[src/hdl/assert_macros.svh]
// ----------------------------------------------------------------------------
// Assertion macros
// Concurrent assertion wrappers; empty when SYNTHESIS is defined.
// ----------------------------------------------------------------------------
`ifndef ASSERT_MACROS_SVH
`define ASSERT_MACROS_SVH

`ifndef SYNTHESIS
// check on every clock edge outside reset
`define ASSERT_CLK(lbl, clk, rst_n, prop) \
    lbl: assert property (@(posedge clk) disable iff (!rst_n) (prop)) \
        else $error("assertion failed");
// check on every clock edge, reset included
`define ASSERT_ALWAYS(lbl, clk, prop) \
    lbl: assert property (@(posedge clk) (prop)) \
        else $error("assertion failed");
`else
`define ASSERT_CLK(lbl, clk, rst_n, prop)
`define ASSERT_ALWAYS(lbl, clk, prop)
`endif

`endif

[src/hdl/pwgi_pkg.sv]
// ----------------------------------------------------------------------------
// pwgi_pkg
// Shared types and constants of the gated-integral PID controller.
// ----------------------------------------------------------------------------
package pwgi_pkg;

    localparam int GAIN_FRAC_BITS_DFLT = 8;

    localparam int ERR_W   = 18;
    localparam int GAIN_W  = 16;
    localparam int GATE_W  = 17;
    localparam int LIMIT_W = 23;
    localparam int INTEG_W = 25;
    localparam int DERIV_W = ERR_W + 1;
    localparam int DRIVE_W = 8;
    localparam int CFG_W   = 23;
    localparam int IDX_W   = 3;

    localparam int PROD_P_W = ERR_W + GAIN_W;
    localparam int PROD_I_W = INTEG_W + GAIN_W;
    localparam int PROD_D_W = DERIV_W + GAIN_W;
    localparam int SUM_W    = PROD_I_W + 2;

    localparam int DRIVE_MAX = 127;
    localparam int DRIVE_MIN = -127;

    // register indexes on the configuration port
    localparam logic [IDX_W-1:0] REG_GAIN_P          = 3'd0;
    localparam logic [IDX_W-1:0] REG_GAIN_I          = 3'd1;
    localparam logic [IDX_W-1:0] REG_GAIN_D          = 3'd2;
    localparam logic [IDX_W-1:0] REG_INTEGRATE_BELOW = 3'd3;
    localparam logic [IDX_W-1:0] REG_INTEGRAL_LIMIT  = 3'd4;

    localparam logic signed [GAIN_W-1:0] GAIN_P_RST          = 16'sd192;
    localparam logic signed [GAIN_W-1:0] GAIN_I_RST          = 16'sd0;
    localparam logic signed [GAIN_W-1:0] GAIN_D_RST          = 16'sd0;
    localparam logic [GATE_W-1:0]        INTEGRATE_BELOW_RST = 17'd92160;
    localparam logic [LIMIT_W-1:0]       INTEGRAL_LIMIT_RST  = 23'd8388607;

    typedef struct packed {
        logic signed [GAIN_W-1:0] gain_p;
        logic signed [GAIN_W-1:0] gain_i;
        logic signed [GAIN_W-1:0] gain_d;
        logic [GATE_W-1:0]        integrate_below;
        logic [LIMIT_W-1:0]       integral_limit;
    } t_cfg;

endpackage

[src/hdl/pwgi_cfg_regs.sv]
// ----------------------------------------------------------------------------
// pwgi_cfg_regs
// Configuration register file: gains, integration gate and integral cap.
// ----------------------------------------------------------------------------
module pwgi_cfg_regs (
    input  logic                             i_clk,
    input  logic                             i_rst_n,
    input  logic                             i_cfg_wr_en,
    input  logic [pwgi_pkg::IDX_W-1:0]       i_cfg_index,
    input  logic [pwgi_pkg::CFG_W-1:0]       i_cfg_data,
    output pwgi_pkg::t_cfg                   o_cfg
);

    pwgi_pkg::t_cfg r_cfg;
    pwgi_pkg::t_cfg n_cfg;

    always_comb begin
        n_cfg = r_cfg;
        if (i_cfg_wr_en) begin
            unique case (i_cfg_index)
                pwgi_pkg::REG_GAIN_P: begin
                    n_cfg.gain_p = i_cfg_data[pwgi_pkg::GAIN_W-1:0];
                end
                pwgi_pkg::REG_GAIN_I: begin
                    n_cfg.gain_i = i_cfg_data[pwgi_pkg::GAIN_W-1:0];
                end
                pwgi_pkg::REG_GAIN_D: begin
                    n_cfg.gain_d = i_cfg_data[pwgi_pkg::GAIN_W-1:0];
                end
                pwgi_pkg::REG_INTEGRATE_BELOW: begin
                    n_cfg.integrate_below = i_cfg_data[pwgi_pkg::GATE_W-1:0];
                end
                pwgi_pkg::REG_INTEGRAL_LIMIT: begin
                    n_cfg.integral_limit = i_cfg_data[pwgi_pkg::LIMIT_W-1:0];
                end
                default: begin
                    // drop writes to unused indexes
                    n_cfg = r_cfg;
                end
            endcase
        end
    end

    always_ff @(posedge i_clk) begin
        if (!i_rst_n) begin
            r_cfg.gain_p          <= pwgi_pkg::GAIN_P_RST;
            r_cfg.gain_i          <= pwgi_pkg::GAIN_I_RST;
            r_cfg.gain_d          <= pwgi_pkg::GAIN_D_RST;
            r_cfg.integrate_below <= pwgi_pkg::INTEGRATE_BELOW_RST;
            r_cfg.integral_limit  <= pwgi_pkg::INTEGRAL_LIMIT_RST;
        end else begin
            r_cfg <= n_cfg;
        end
    end

    assign o_cfg = r_cfg;

endmodule

[src/hdl/pwgi_integ.sv]
// ----------------------------------------------------------------------------
// pwgi_integ
// Gated integral update with one-sided clamp, and error difference.
// ----------------------------------------------------------------------------
module pwgi_integ (
    input  logic                                   i_clk,
    input  logic                                   i_rst_n,
    input  logic                                   i_load,
    input  logic signed [pwgi_pkg::ERR_W-1:0]      i_err,
    input  pwgi_pkg::t_cfg                         i_cfg,
    output logic signed [pwgi_pkg::ERR_W-1:0]      o_err,
    output logic signed [pwgi_pkg::INTEG_W-1:0]    o_integ,
    output logic signed [pwgi_pkg::DERIV_W-1:0]    o_deriv
);

    localparam int ACC_W = pwgi_pkg::INTEG_W + 1;

    localparam logic signed [ACC_W-1:0] ACC_MAX =
        ACC_W'((64'sd1 <<< (pwgi_pkg::INTEG_W - 1)) - 64'sd1);
    localparam logic signed [ACC_W-1:0] ACC_MIN =
        ACC_W'(-(64'sd1 <<< (pwgi_pkg::INTEG_W - 1)));

    logic signed [pwgi_pkg::INTEG_W-1:0] r_integ;
    logic signed [pwgi_pkg::ERR_W-1:0]   r_last_err;
    logic signed [pwgi_pkg::ERR_W-1:0]   r_err;
    logic signed [pwgi_pkg::DERIV_W-1:0] r_deriv;

    logic [pwgi_pkg::ERR_W-1:0]          mag;
    logic                                gate;
    logic                                err_pos;
    logic signed [ACC_W-1:0]             lim;
    logic signed [ACC_W-1:0]             acc;
    logic signed [ACC_W-1:0]             clamped;
    logic signed [pwgi_pkg::INTEG_W-1:0] n_integ;
    logic signed [pwgi_pkg::DERIV_W-1:0] n_deriv;

    always_comb begin
        mag     = i_err[pwgi_pkg::ERR_W-1] ? (~i_err + 1'b1) : i_err;
        gate    = mag < {1'b0, i_cfg.integrate_below};
        err_pos = !i_err[pwgi_pkg::ERR_W-1] && (i_err != '0);
        lim     = ACC_W'({1'b0, i_cfg.integral_limit});
        acc     = ACC_W'(r_integ) + (gate ? ACC_W'(i_err) : '0);

        // clamp only on the side picked by the error sign
        clamped = acc;
        if (err_pos) begin
            if (acc > lim) begin
                clamped = lim;
            end
        end else begin
            if (acc < -lim) begin
                clamped = -lim;
            end
        end

        priority if (clamped > ACC_MAX) begin
            n_integ = pwgi_pkg::INTEG_W'(ACC_MAX);
        end else if (clamped < ACC_MIN) begin
            n_integ = pwgi_pkg::INTEG_W'(ACC_MIN);
        end else begin
            n_integ = clamped[pwgi_pkg::INTEG_W-1:0];
        end

        n_deriv = pwgi_pkg::DERIV_W'(i_err) - pwgi_pkg::DERIV_W'(r_last_err);
    end

    always_ff @(posedge i_clk) begin
        if (!i_rst_n) begin
            r_integ    <= '0;
            r_last_err <= '0;
        end else if (i_load) begin
            r_integ    <= n_integ;
            r_last_err <= i_err;
        end
    end

    always_ff @(posedge i_clk) begin
        if (i_load) begin
            r_err   <= i_err;
            r_deriv <= n_deriv;
        end
    end

    // the accumulator itself is this stage's integral term
    assign o_err   = r_err;
    assign o_integ = r_integ;
    assign o_deriv = r_deriv;

endmodule

[src/hdl/pwgi_mac.sv]
// ----------------------------------------------------------------------------
// pwgi_mac
// Three gain products, their sum, floor shift and drive saturation.
// ----------------------------------------------------------------------------
module pwgi_mac #(
    parameter int GAIN_FRAC_BITS = pwgi_pkg::GAIN_FRAC_BITS_DFLT
) (
    input  logic                                   i_clk,
    input  logic                                   i_load_prod,
    input  logic                                   i_load_drive,
    input  logic signed [pwgi_pkg::ERR_W-1:0]      i_err,
    input  logic signed [pwgi_pkg::INTEG_W-1:0]    i_integ,
    input  logic signed [pwgi_pkg::DERIV_W-1:0]    i_deriv,
    input  pwgi_pkg::t_cfg                         i_cfg,
    output logic signed [pwgi_pkg::DRIVE_W-1:0]    o_drive
);

    localparam int SHIFT = 8 + GAIN_FRAC_BITS;
    localparam int SUM_W = pwgi_pkg::SUM_W;

    localparam logic signed [SUM_W-1:0] SAT_HI = SUM_W'(pwgi_pkg::DRIVE_MAX);
    localparam logic signed [SUM_W-1:0] SAT_LO = SUM_W'(pwgi_pkg::DRIVE_MIN);

    logic signed [pwgi_pkg::PROD_P_W-1:0] r_prod_p;
    logic signed [pwgi_pkg::PROD_I_W-1:0] r_prod_i;
    logic signed [pwgi_pkg::PROD_D_W-1:0] r_prod_d;
    logic signed [pwgi_pkg::DRIVE_W-1:0]  r_drive;

    logic signed [pwgi_pkg::PROD_P_W-1:0] n_prod_p;
    logic signed [pwgi_pkg::PROD_I_W-1:0] n_prod_i;
    logic signed [pwgi_pkg::PROD_D_W-1:0] n_prod_d;
    logic signed [SUM_W-1:0]              sum;
    logic signed [SUM_W-1:0]              shifted;
    logic signed [pwgi_pkg::DRIVE_W-1:0]  n_drive;

    always_comb begin
        n_prod_p = i_err * i_cfg.gain_p;
        n_prod_i = i_integ * i_cfg.gain_i;
        n_prod_d = i_deriv * i_cfg.gain_d;
    end

    always_comb begin
        sum     = SUM_W'(r_prod_p) + SUM_W'(r_prod_i) + SUM_W'(r_prod_d);
        // arithmetic shift rounds toward minus infinity
        shifted = sum >>> SHIFT;
        priority if (shifted > SAT_HI) begin
            n_drive = pwgi_pkg::DRIVE_W'(SAT_HI);
        end else if (shifted < SAT_LO) begin
            n_drive = pwgi_pkg::DRIVE_W'(SAT_LO);
        end else begin
            n_drive = shifted[pwgi_pkg::DRIVE_W-1:0];
        end
    end

    always_ff @(posedge i_clk) begin
        if (i_load_prod) begin
            r_prod_p <= n_prod_p;
            r_prod_i <= n_prod_i;
            r_prod_d <= n_prod_d;
        end
        if (i_load_drive) begin
            r_drive <= n_drive;
        end
    end

    assign o_drive = r_drive;

endmodule

[src/hdl/pid_with_gated_integral_top.sv]
// ----------------------------------------------------------------------------
// pid_with_gated_integral_top
// PID position controller with gated, clamped integral and saturated drive.
// ----------------------------------------------------------------------------
//  channel   direction  payload
//  s_axis    in         tdata[17:0] position_error (signed Q.8 degrees)
//  m_axis    out        tdata[7:0]  drive (signed, -127..127)
//  cfg       in         index 0..4: gain_p, gain_i, gain_d, integrate_below,
//                       integral_limit
//
//  One sample per cycle while the output is not stalled; the result passes
//  through four registers: input, integral update, gain products,
//  sum and saturate.
//  The integral update is the only loop; it closes through its own accumulator register.
//  Each stage holds its item while the next stage is full and not emptying, so a
//  stalled output still lets upstream stages fill.
//  Reset clears the accumulator and previous error; no clearing pass.
// ----------------------------------------------------------------------------
`include "assert_macros.svh"

module pid_with_gated_integral_top #(
    parameter int GAIN_FRAC_BITS = pwgi_pkg::GAIN_FRAC_BITS_DFLT
) (
    input  logic                            i_clk,
    input  logic                            i_rst_n,
    input  logic                            s_axis_tvalid,
    output logic                            s_axis_tready,
    input  logic [23:0]                     s_axis_tdata,  // [17:0] position_error
    output logic                            m_axis_tvalid,
    input  logic                            m_axis_tready,
    output logic [7:0]                      m_axis_tdata,  // [7:0] drive
    input  logic                            i_cfg_wr_en,
    input  logic [pwgi_pkg::IDX_W-1:0]      i_cfg_index,
    input  logic [pwgi_pkg::CFG_W-1:0]      i_cfg_data
);

    pwgi_pkg::t_cfg cfg;

    logic r_v0, r_v1, r_v2, r_v3;
    logic n_v0, n_v1, n_v2, n_v3;
    logic free0, free1, free2, free3;
    logic mv0, mv1, mv2;
    logic in_xfer, out_xfer;

    logic signed [pwgi_pkg::ERR_W-1:0]   r_err0;
    logic signed [pwgi_pkg::ERR_W-1:0]   err1;
    logic signed [pwgi_pkg::INTEG_W-1:0] integ1;
    logic signed [pwgi_pkg::DERIV_W-1:0] deriv1;
    logic signed [pwgi_pkg::DRIVE_W-1:0] drive;

    // stage occupancy: a stage takes a new item when empty or emptying
    always_comb begin
        out_xfer = r_v3 && m_axis_tready;
        free3    = !r_v3 || m_axis_tready;
        mv2      = r_v2 && free3;
        free2    = !r_v2 || free3;
        mv1      = r_v1 && free2;
        free1    = !r_v1 || free2;
        mv0      = r_v0 && free1;
        free0    = !r_v0 || free1;
        in_xfer  = s_axis_tvalid && free0;

        n_v0 = in_xfer || (r_v0 && !mv0);
        n_v1 = mv0 || (r_v1 && !mv1);
        n_v2 = mv1 || (r_v2 && !mv2);
        n_v3 = mv2 || (r_v3 && !out_xfer);
    end

    always_ff @(posedge i_clk) begin
        if (!i_rst_n) begin
            r_v0 <= 1'b0;
            r_v1 <= 1'b0;
            r_v2 <= 1'b0;
            r_v3 <= 1'b0;
        end else begin
            r_v0 <= n_v0;
            r_v1 <= n_v1;
            r_v2 <= n_v2;
            r_v3 <= n_v3;
        end
    end

    always_ff @(posedge i_clk) begin
        if (in_xfer) begin
            r_err0 <= s_axis_tdata[pwgi_pkg::ERR_W-1:0];
        end
    end

    pwgi_cfg_regs u_cfg (
        .i_clk       (i_clk),
        .i_rst_n     (i_rst_n),
        .i_cfg_wr_en (i_cfg_wr_en),
        .i_cfg_index (i_cfg_index),
        .i_cfg_data  (i_cfg_data),
        .o_cfg       (cfg)
    );

    pwgi_integ u_integ (
        .i_clk   (i_clk),
        .i_rst_n (i_rst_n),
        .i_load  (mv0),
        .i_err   (r_err0),
        .i_cfg   (cfg),
        .o_err   (err1),
        .o_integ (integ1),
        .o_deriv (deriv1)
    );

    pwgi_mac #(
        .GAIN_FRAC_BITS (GAIN_FRAC_BITS)
    ) u_mac (
        .i_clk        (i_clk),
        .i_load_prod  (mv1),
        .i_load_drive (mv2),
        .i_err        (err1),
        .i_integ      (integ1),
        .i_deriv      (deriv1),
        .i_cfg        (cfg),
        .o_drive      (drive)
    );

    assign s_axis_tready = free0;
    assign m_axis_tvalid = r_v3;
    assign m_axis_tdata  = drive;

    `ASSERT_CLK(a_drive_in_range, i_clk, i_rst_n, m_axis_tvalid |-> (m_axis_tdata != 8'h80))
    `ASSERT_CLK(a_out_held, i_clk, i_rst_n, (r_v3 && !m_axis_tready) |=> r_v3)
    `ASSERT_CLK(a_in_captured, i_clk, i_rst_n, in_xfer |=> r_v0)
    `ASSERT_ALWAYS(a_reset_empty, i_clk, !i_rst_n |=> (!m_axis_tvalid && !r_v0 && !r_v1))

endmodule

[config.mk]
export PLATFORM = sky130hd
export DESIGN_NAME = pid_with_gated_integral_top
export DESIGN_NICKNAME = d
export VERILOG_FILES = /design/src/hdl/pwgi_pkg.sv /design/src/hdl/pwgi_cfg_regs.sv /design/src/hdl/pwgi_integ.sv /design/src/hdl/pwgi_mac.sv /design/src/hdl/pid_with_gated_integral_top.sv
export VERILOG_INCLUDE_DIRS = /design/src /design/src/hdl
export SDC_FILE = /design/constraint.sdc
export NUM_CORES = 2
export LEC_CHECK = 0
export BUFFER_PORTS_ARGS = -buffer_cell sky130_fd_sc_hd__buf_2
export CAP_MARGIN = 5
export CORE_MARGIN = 3
export CORE_UTILIZATION = 45
export CTS_BUF_LIST = sky130_fd_sc_hd__clkbuf_4
export CTS_CLUSTER_DIAMETER = 80
export DETAILED_ROUTE_END_ITERATION = 6
export PLACE_DENSITY = 0.69
export SETUP_SLACK_MARGIN = 0.02
export SLEW_MARGIN = 0
export SYNTH_ARGS = -nofsm -noshare
export SYNTH_HDL_FRONTEND = slang
export SYNTH_SLANG_ARGS = --single-unit
[constraint.sdc]
create_clock -name i_clk -period 10.6 [get_ports i_clk]
set_input_delay 1.59 -clock i_clk [delete_from_list [all_inputs] [get_ports i_clk]]
set_output_delay 1.59 -clock i_clk [all_outputs]
set_load 0.01 [all_outputs]
## Word level (Yosys, flattened, before mapping)

Cells that the tools add are included.

- Register bits: 308
- Output and inout bits: 10

- Bitwise operators: 1
- Muxes and demuxes: 8
- Reduce and logical (&&, ||, !) cells: 35
- Order comparisons: 7
- Eq/ne operators: 4
- Multiply operators: 3
- Add/subtract/negate cells: 6

Operator list:

| kind | number |
|---|---|
| 26-bit 2-to-1 mux | 4 |
| 25-bit 2-to-1 mux | 2 |
| 42-bit by 35-bit adder with 43-bit output | 1 |
| 34-bit by 41-bit adder with 42-bit output | 1 |
| 25-bit by 16-bit multiplier with 41-bit output | 1 |
| 19-bit by 16-bit multiplier with 35-bit output | 1 |
| 18-bit by 16-bit multiplier with 34-bit output | 1 |
| 27-bit by 8-bit > comparator with 1-bit output, second input constant | 1 |
| 27-bit by 8-bit less-than comparator with 1-bit output, second input constant | 1 |
| 26-bit adder | 1 |
| 26-bit by 24-bit > comparator with 1-bit output | 1 |
| 26-bit by 25-bit > comparator with 1-bit output, second input constant | 1 |
| 26-bit by 25-bit less-than comparator with 1-bit output, second input constant | 1 |
| 26-bit less-than comparator | 1 |
| 23-bit negator with 26-bit output | 1 |
| 18-bit by 18-bit subtractor with 19-bit output | 1 |
| 18-bit by 1-bit adder with 18-bit output, second input constant | 1 |
| 18-bit by 17-bit less-than comparator with 1-bit output | 1 |
| 18-bit 2-to-1 mux | 1 |
| 18-bit inverter | 1 |
| 18-bit nonzero test | 1 |
| 1-bit logical AND | 10 |
| 2-bit AND reduction | 5 |
| 1-bit logical NOT | 9 |
| other kinds (7) | 15 |

## Logic depth before layout (Yosys ltp)

- Depth after elaboration: 12
- Depth in mapped cells: 39
- Gate-level depth less buffers: 37

## By module

Synthesis repeated with hierarchy kept, for this count alone.

- Cells, all modules: 5810
- Area total of the unflattened synthesis: 54365.9 um^2

Modules (own cells, without submodules):

| module | instances | area an instance (um^2) | cells each |
|---|---|---|---|
| pwgi_mac | 1 | 42578.3 | 4518 |
| pwgi_integ | 1 | 7634.8 | 921 |
| pwgi_cfg_regs | 1 | 3438.3 | 334 |
| pid_with_gated_integral_top | 1 | 714.4 | 37 |

## Worst setup path after synthesis

No wires, ideal clock.

- Kind: input to register
- Start: input port m_axis_tready
- End: register u_mac.r_prod_d[0] (netlist bit), enable pin
- Data arrival time: 9.628 ns
- Buffers on the path: 0
- Slack: 0.224 ns
- Stages on the path: 2
- Setup time: 0.747 ns
- Data required time: 9.853 ns
- Path through: nor2b_1 > a21boi_0

- Word-level cells in the longest chain between the ends: 3

RTL lines:

| what | RTL line | source |
|---|---|---|
| from (decl) | pid_with_gated_integral_top.sv:30 | `input logic m_axis_tready,` |
| 1-bit logical OR | pid_with_gated_integral_top.sv:54 | `free3 = !r_v3 \|\| m_axis_tready;` |
| 1-bit logical OR | pid_with_gated_integral_top.sv:56 | `free2 = !r_v2 \|\| free3;` |
| 1-bit logical AND | pid_with_gated_integral_top.sv:57 | `mv1 = r_v1 && free2;` |
| via mv1 | pid_with_gated_integral_top.sv:42 | `logic mv0, mv1, mv2;` |
| to (signal assigned) | pwgi_mac.sv:59 | `r_prod_d <= n_prod_d;` |
| to (decl) | pwgi_mac.sv:26 | `logic signed [pwgi_pkg::PROD_D_W-1:0] r_prod_d;` |

The timed path passes the listed nets, and every way through them passes these cells.
A chain may end at the register's enable or synchronous reset.

## Worst setup path in the final report

- Start: register r_err0[1] (netlist bit)
- End: register u_integ.r_integ (netlist bit u_integ.o_integ[11])

- Word-level cells in the longest chain between the ends: 12

RTL lines:

| what | RTL line | source |
|---|---|---|
| from (decl) | pid_with_gated_integral_top.sv:45 | `logic signed [pwgi_pkg::ERR_W-1:0] r_err0;` |
| from (signal assigned) | pid_with_gated_integral_top.sv:85 | `r_err0 <= s_axis_tdata[pwgi_pkg::ERR_W-1:0];` |
| 18-bit inverter | pwgi_integ.sv:38 | `mag = i_err[pwgi_pkg::ERR_W-1] ? (~i_err + 1'b1) : i_err;` |
| 18-bit by 1-bit adder with 18-bit output | pwgi_integ.sv:38 |  |
| 18-bit 2-to-1 mux | pwgi_integ.sv:38 |  |
| 18-bit by 17-bit less-than comparator with 1-bit output | pwgi_integ.sv:39 | `gate = mag < {1'b0, i_cfg.integrate_below};` |
| 26-bit 2-to-1 mux | pwgi_integ.sv:42 | `acc = ACC_W'(r_integ) + (gate ? ACC_W'(i_err) : '0);` |
| 26-bit adder | pwgi_integ.sv:42 |  |
| 26-bit less-than comparator / 26-bit by 24-bit > comparator with 1-bit output (equally long branches) | pwgi_integ.sv:51, pwgi_integ.sv:47 |  |
| 26-bit 2-to-1 mux (on tied branches) | pwgi_integ.sv:51, pwgi_integ.sv:47 |  |
| 26-bit 2-to-1 mux * | pwgi_integ.sv:46 | `if (err_pos) begin` |
| 26-bit by 25-bit less-than comparator with 1-bit output | pwgi_integ.sv:58 | `end else if (clamped < ACC_MIN) begin` |
| 25-bit 2-to-1 mux | pwgi_integ.sv:58 |  |
| 25-bit 2-to-1 mux * | pwgi_integ.sv:56 | `priority if (clamped > ACC_MAX) begin` |
| to (signal assigned) | pwgi_integ.sv:72 | `r_integ <= n_integ;` |
| to (decl) | pwgi_integ.sv:23 | `logic signed [pwgi_pkg::INTEG_W-1:0] r_integ;` |

Every way passes the cells marked *; elsewhere a longest branch is shown, timed or not.

==> metrics.txt <==
outcome=completed; RSZ-0062 raised after global routing=no; vias in the first global route=42000; Final setup viols=0; RePlAce Congestion=0.920; Yosys top cell by area=fa_1; count leader, synth=inv_1; Max Slew Vio Count=0; Synth top cells by count=inv_1, fa_1, nand2_1; Crit path max-delay family=compound AO/OA/AOI/OAI gates; Post-layout nets=7243; Critical Path Slowest Stage Cell=a21o_1; num rows=126; ys async rst share=0; share of Yosys cell area claimed by the top area cell type=0.381; Core Area=0.118 sq mm; Layout area overhead=5.37%; r2r startpoint=r_err0[1]; Hold WC Path Type=flop to flop; CTS tree=built; Die X=352 microns; Finished Core Util=0.479; crit path buf inv count=2; Mapped Cells=5784; Logic pwr share=0.506; Chip Height=352 microns; Net Sw Frac=0.463; Clk network pwr share=0.203; clock-pin slew on the worst setup and hold paths=0.07 ns; global-route track usage on met3=0.0333; ys flop type=edfxtp_1; kind of critical path=flop to flop; hold path startpoint=u_cfg.o_cfg[32]; largest net degree at the start of global routing=93; synth top area cells=fa_1, ha_1, edfxtp_1, inv_1, nand2_1; routed len/inst=19.1 microns; Die ar.=0.124 sq mm; clk_skew=0.104 ns; PwrDens=103 mW/mm^2; most used routing layer=met2; met2 Track Usage GR=0.391; root buffer cell=clkbuf_4; layout cells sized above 1=0.0485; first-pass GRT wire length=229000 microns; YS warnings=0; Ports=65; Critical Path AT=10.38 ns; final WL=140000 microns; clk_lat worst skew=0.91 ns; final hold vios=0; worst flop-to-flop path endpoint=u_integ.o_integ[11]; total power=0.00586 W; total number of H-tree levels=3; Hold Path Depth=2; drt pass-1 iters=6; Peak VDD IR=0.000115 V; post-CTS setup buffer count=0; fin area=0.0567 sq mm; detailed placement HPWL=110000 microns; via/cell ratio=5.41; initial antenna violation count=5; worst path required time=11.34 ns; clk buf depth=3; Seq pwr share=0.291; measured slew at the worst slew-check pin=1.22 ns; CTS Buf Count=88; Worst slew margin=0.186; r2r worst-path depth=33; starting density of the core=0.455; Unique masters post-synth=75; Tot GR Track Use=0.237; CP max FO=44; grt met1 use=0.320; GRT overflow=0; number of max-cap violations=0; Placed Area=0.0555 sq mm; Post-DRT Antenna Nets=0; Switching Power=0.00271 W; Worst Hold End=u_cfg.o_cfg[32]; R2R setup slack=0.96 ns; Mapped Nets=7287; register area share after synthesis=0.147; input/output buffers=58; setup_tns=0 ns; initial DRC count=2910; Synth Cell Area=0.0538 sq mm; Leak=24.3 nW; number of synthesized flops with an enable pin=173; Vias=39800; Post-CTS Hold Fix Bufs=0; Final period util=0.909; clock sinks=308; Internal Power=0.00314 W; Worst Setup Start Kind=flop; fmax=0.104 GHz; Critical Path End Type=flop; Remaining DRCs=0; crit-path max cell delay=0.65 ns; Mapped Avg Cell Area=9.30 sq um; number of synthesized register bits=308; post-cts resize count=0; Final Critical Period=9.64 ns
cells by family (layout without fill, tap and decap cells):
logic type / Yosys count / count (layout) / share of synthesized area
AO/OA/AOI/OAI: 752 / 752 / 0.0933
AND/OR/NAND/NOR: 1710 / 1710 / 0.151
other: 0 / 5 / 0
adder cells (fa/ha/maj): 1449 / 1449 / 0.480
flip-flops: 308 / 308 / 0.147
buffers and inverters: 1358 / 1389 / 0.0948
XOR/XNOR: 204 / 204 / 0.0332
multiplexers: 3 / 3 / 0.000582
worst min-delay path: cells and delay by family (launching register included):
family	cells	cell delay (ns)
AND/OR/NAND/NOR	1	0.05
AO/OA/AOI/OAI	1	0.06
flip-flops	1	0.31
layout by cell type, fill, tap and decap left out, types with 9 or more instances in the layout:
| cell type | n |
|---|---|
| clkinv_2 | 13 |
| or2_2 | 11 |
| a21boi_0 | 94 |
| o21ai_0 | 116 |
| o21a_1 | 29 |
| nor2b_1 | 27 |
| dfxtp_1 | 135 |
| o22ai_1 | 10 |
| o21bai_1 | 20 |
| clkbuf_4 | 126 |
| ha_1 | 424 |
| buf_2 | 57 |
| xnor2_1 | 162 |
| inv_1 | 1121 |
| xor2_1 | 42 |
| a31oi_1 | 22 |
| nand2b_1 | 85 |
| buf_4 | 43 |
| nand3_1 | 51 |
| nor4_1 | 14 |
| nor3_1 | 49 |
| edfxtp_1 | 173 |
| and2_1 | 380 |
| o211ai_1 | 44 |
| fa_1 | 1024 |
| a21o_1 | 90 |
| nand4_1 | 27 |
| a211oi_1 | 16 |
| nor2_1 | 137 |
| and3_1 | 19 |
| o31ai_1 | 16 |
| a221oi_1 | 18 |
| or3_1 | 13 |
| nand2_1 | 865 |
| clkinv_1 | 20 |
| nor3b_1 | 10 |
| a2111oi_0 | 9 |
| a21oi_1 | 185 |
metal layers:
metal	part of all wire	wire length, microns	vias to the layer above
met5	0.000093	13	-
met4	0.036	4980	2
met3	0.072	10200	276
met2	0.47	65700	1452
met1	0.42	59400	20100
li1	-	-	18000
layout make-up:
type,instances,area (sq um)
Tap cell,1536,1920
Timing Repair Buffer,100,608
Multi-Input combinational cell,4118,40800
Inverter,1124,4220
Fill cell,11200,61600
Clock buffer,126,946
Clock inverter,39,234
Antenna cell,5,12.5
Sequential cell,308,7900
state kept, by name, summed over array words and instances (netlist names):
signal,count
u_cfg.o_cfg,88
u_mac.r_prod_i,41
u_mac.r_prod_d,35
u_mac.r_prod_p,34
u_integ.o_integ,25
u_integ.o_deriv,19
r_err0,18
u_integ.o_err,18
u_integ.r_last_err,18
u_mac.o_drive,8
m_axis_tvalid,1
r_v0,1
r_v1,1
r_v2,1
metrics by stage:
stage,hold slack (ns),setup slack [ns],cells
floorplan,0.443,0.224,5784
global placement,0.452,1.17,7186
detailed placement,0.460,1.15,7186
CTS,0.469,1.11,7351
global route,0.487,0.200,7352
finish,0.467,0.962,7356
power groups by stage:
stage / Clock (W) / Combinational [W] / Sequential (W)
final: 0.00119 / 0.00297 / 0.00170
after floorplan: 0 / 0.00213 / 0.00151
after global routing: 0.00129 / 0.00330 / 0.00171
after global placement: 0 / 0.00288 / 0.00172
after CTS: 0.00122 / 0.00296 / 0.00170
after detailed placement: 0 / 0.00293 / 0.00172
worst max path at each step:
stage,start,endpoint,depth (start not counted)
floorplan,m_axis_tready,u_mac.r_prod_d[0],2
global placement,r_err0[1],u_integ.o_integ[7],34
detailed placement,r_err0[1],u_integ.o_integ[11],34
CTS,r_err0[1],u_integ.o_integ[11],34
global route,r_err0[1],u_integ.o_integ[22],33
finish,r_err0[1],u_integ.o_integ[11],33
No activity file was read; power rests on OpenSTA's default activity.
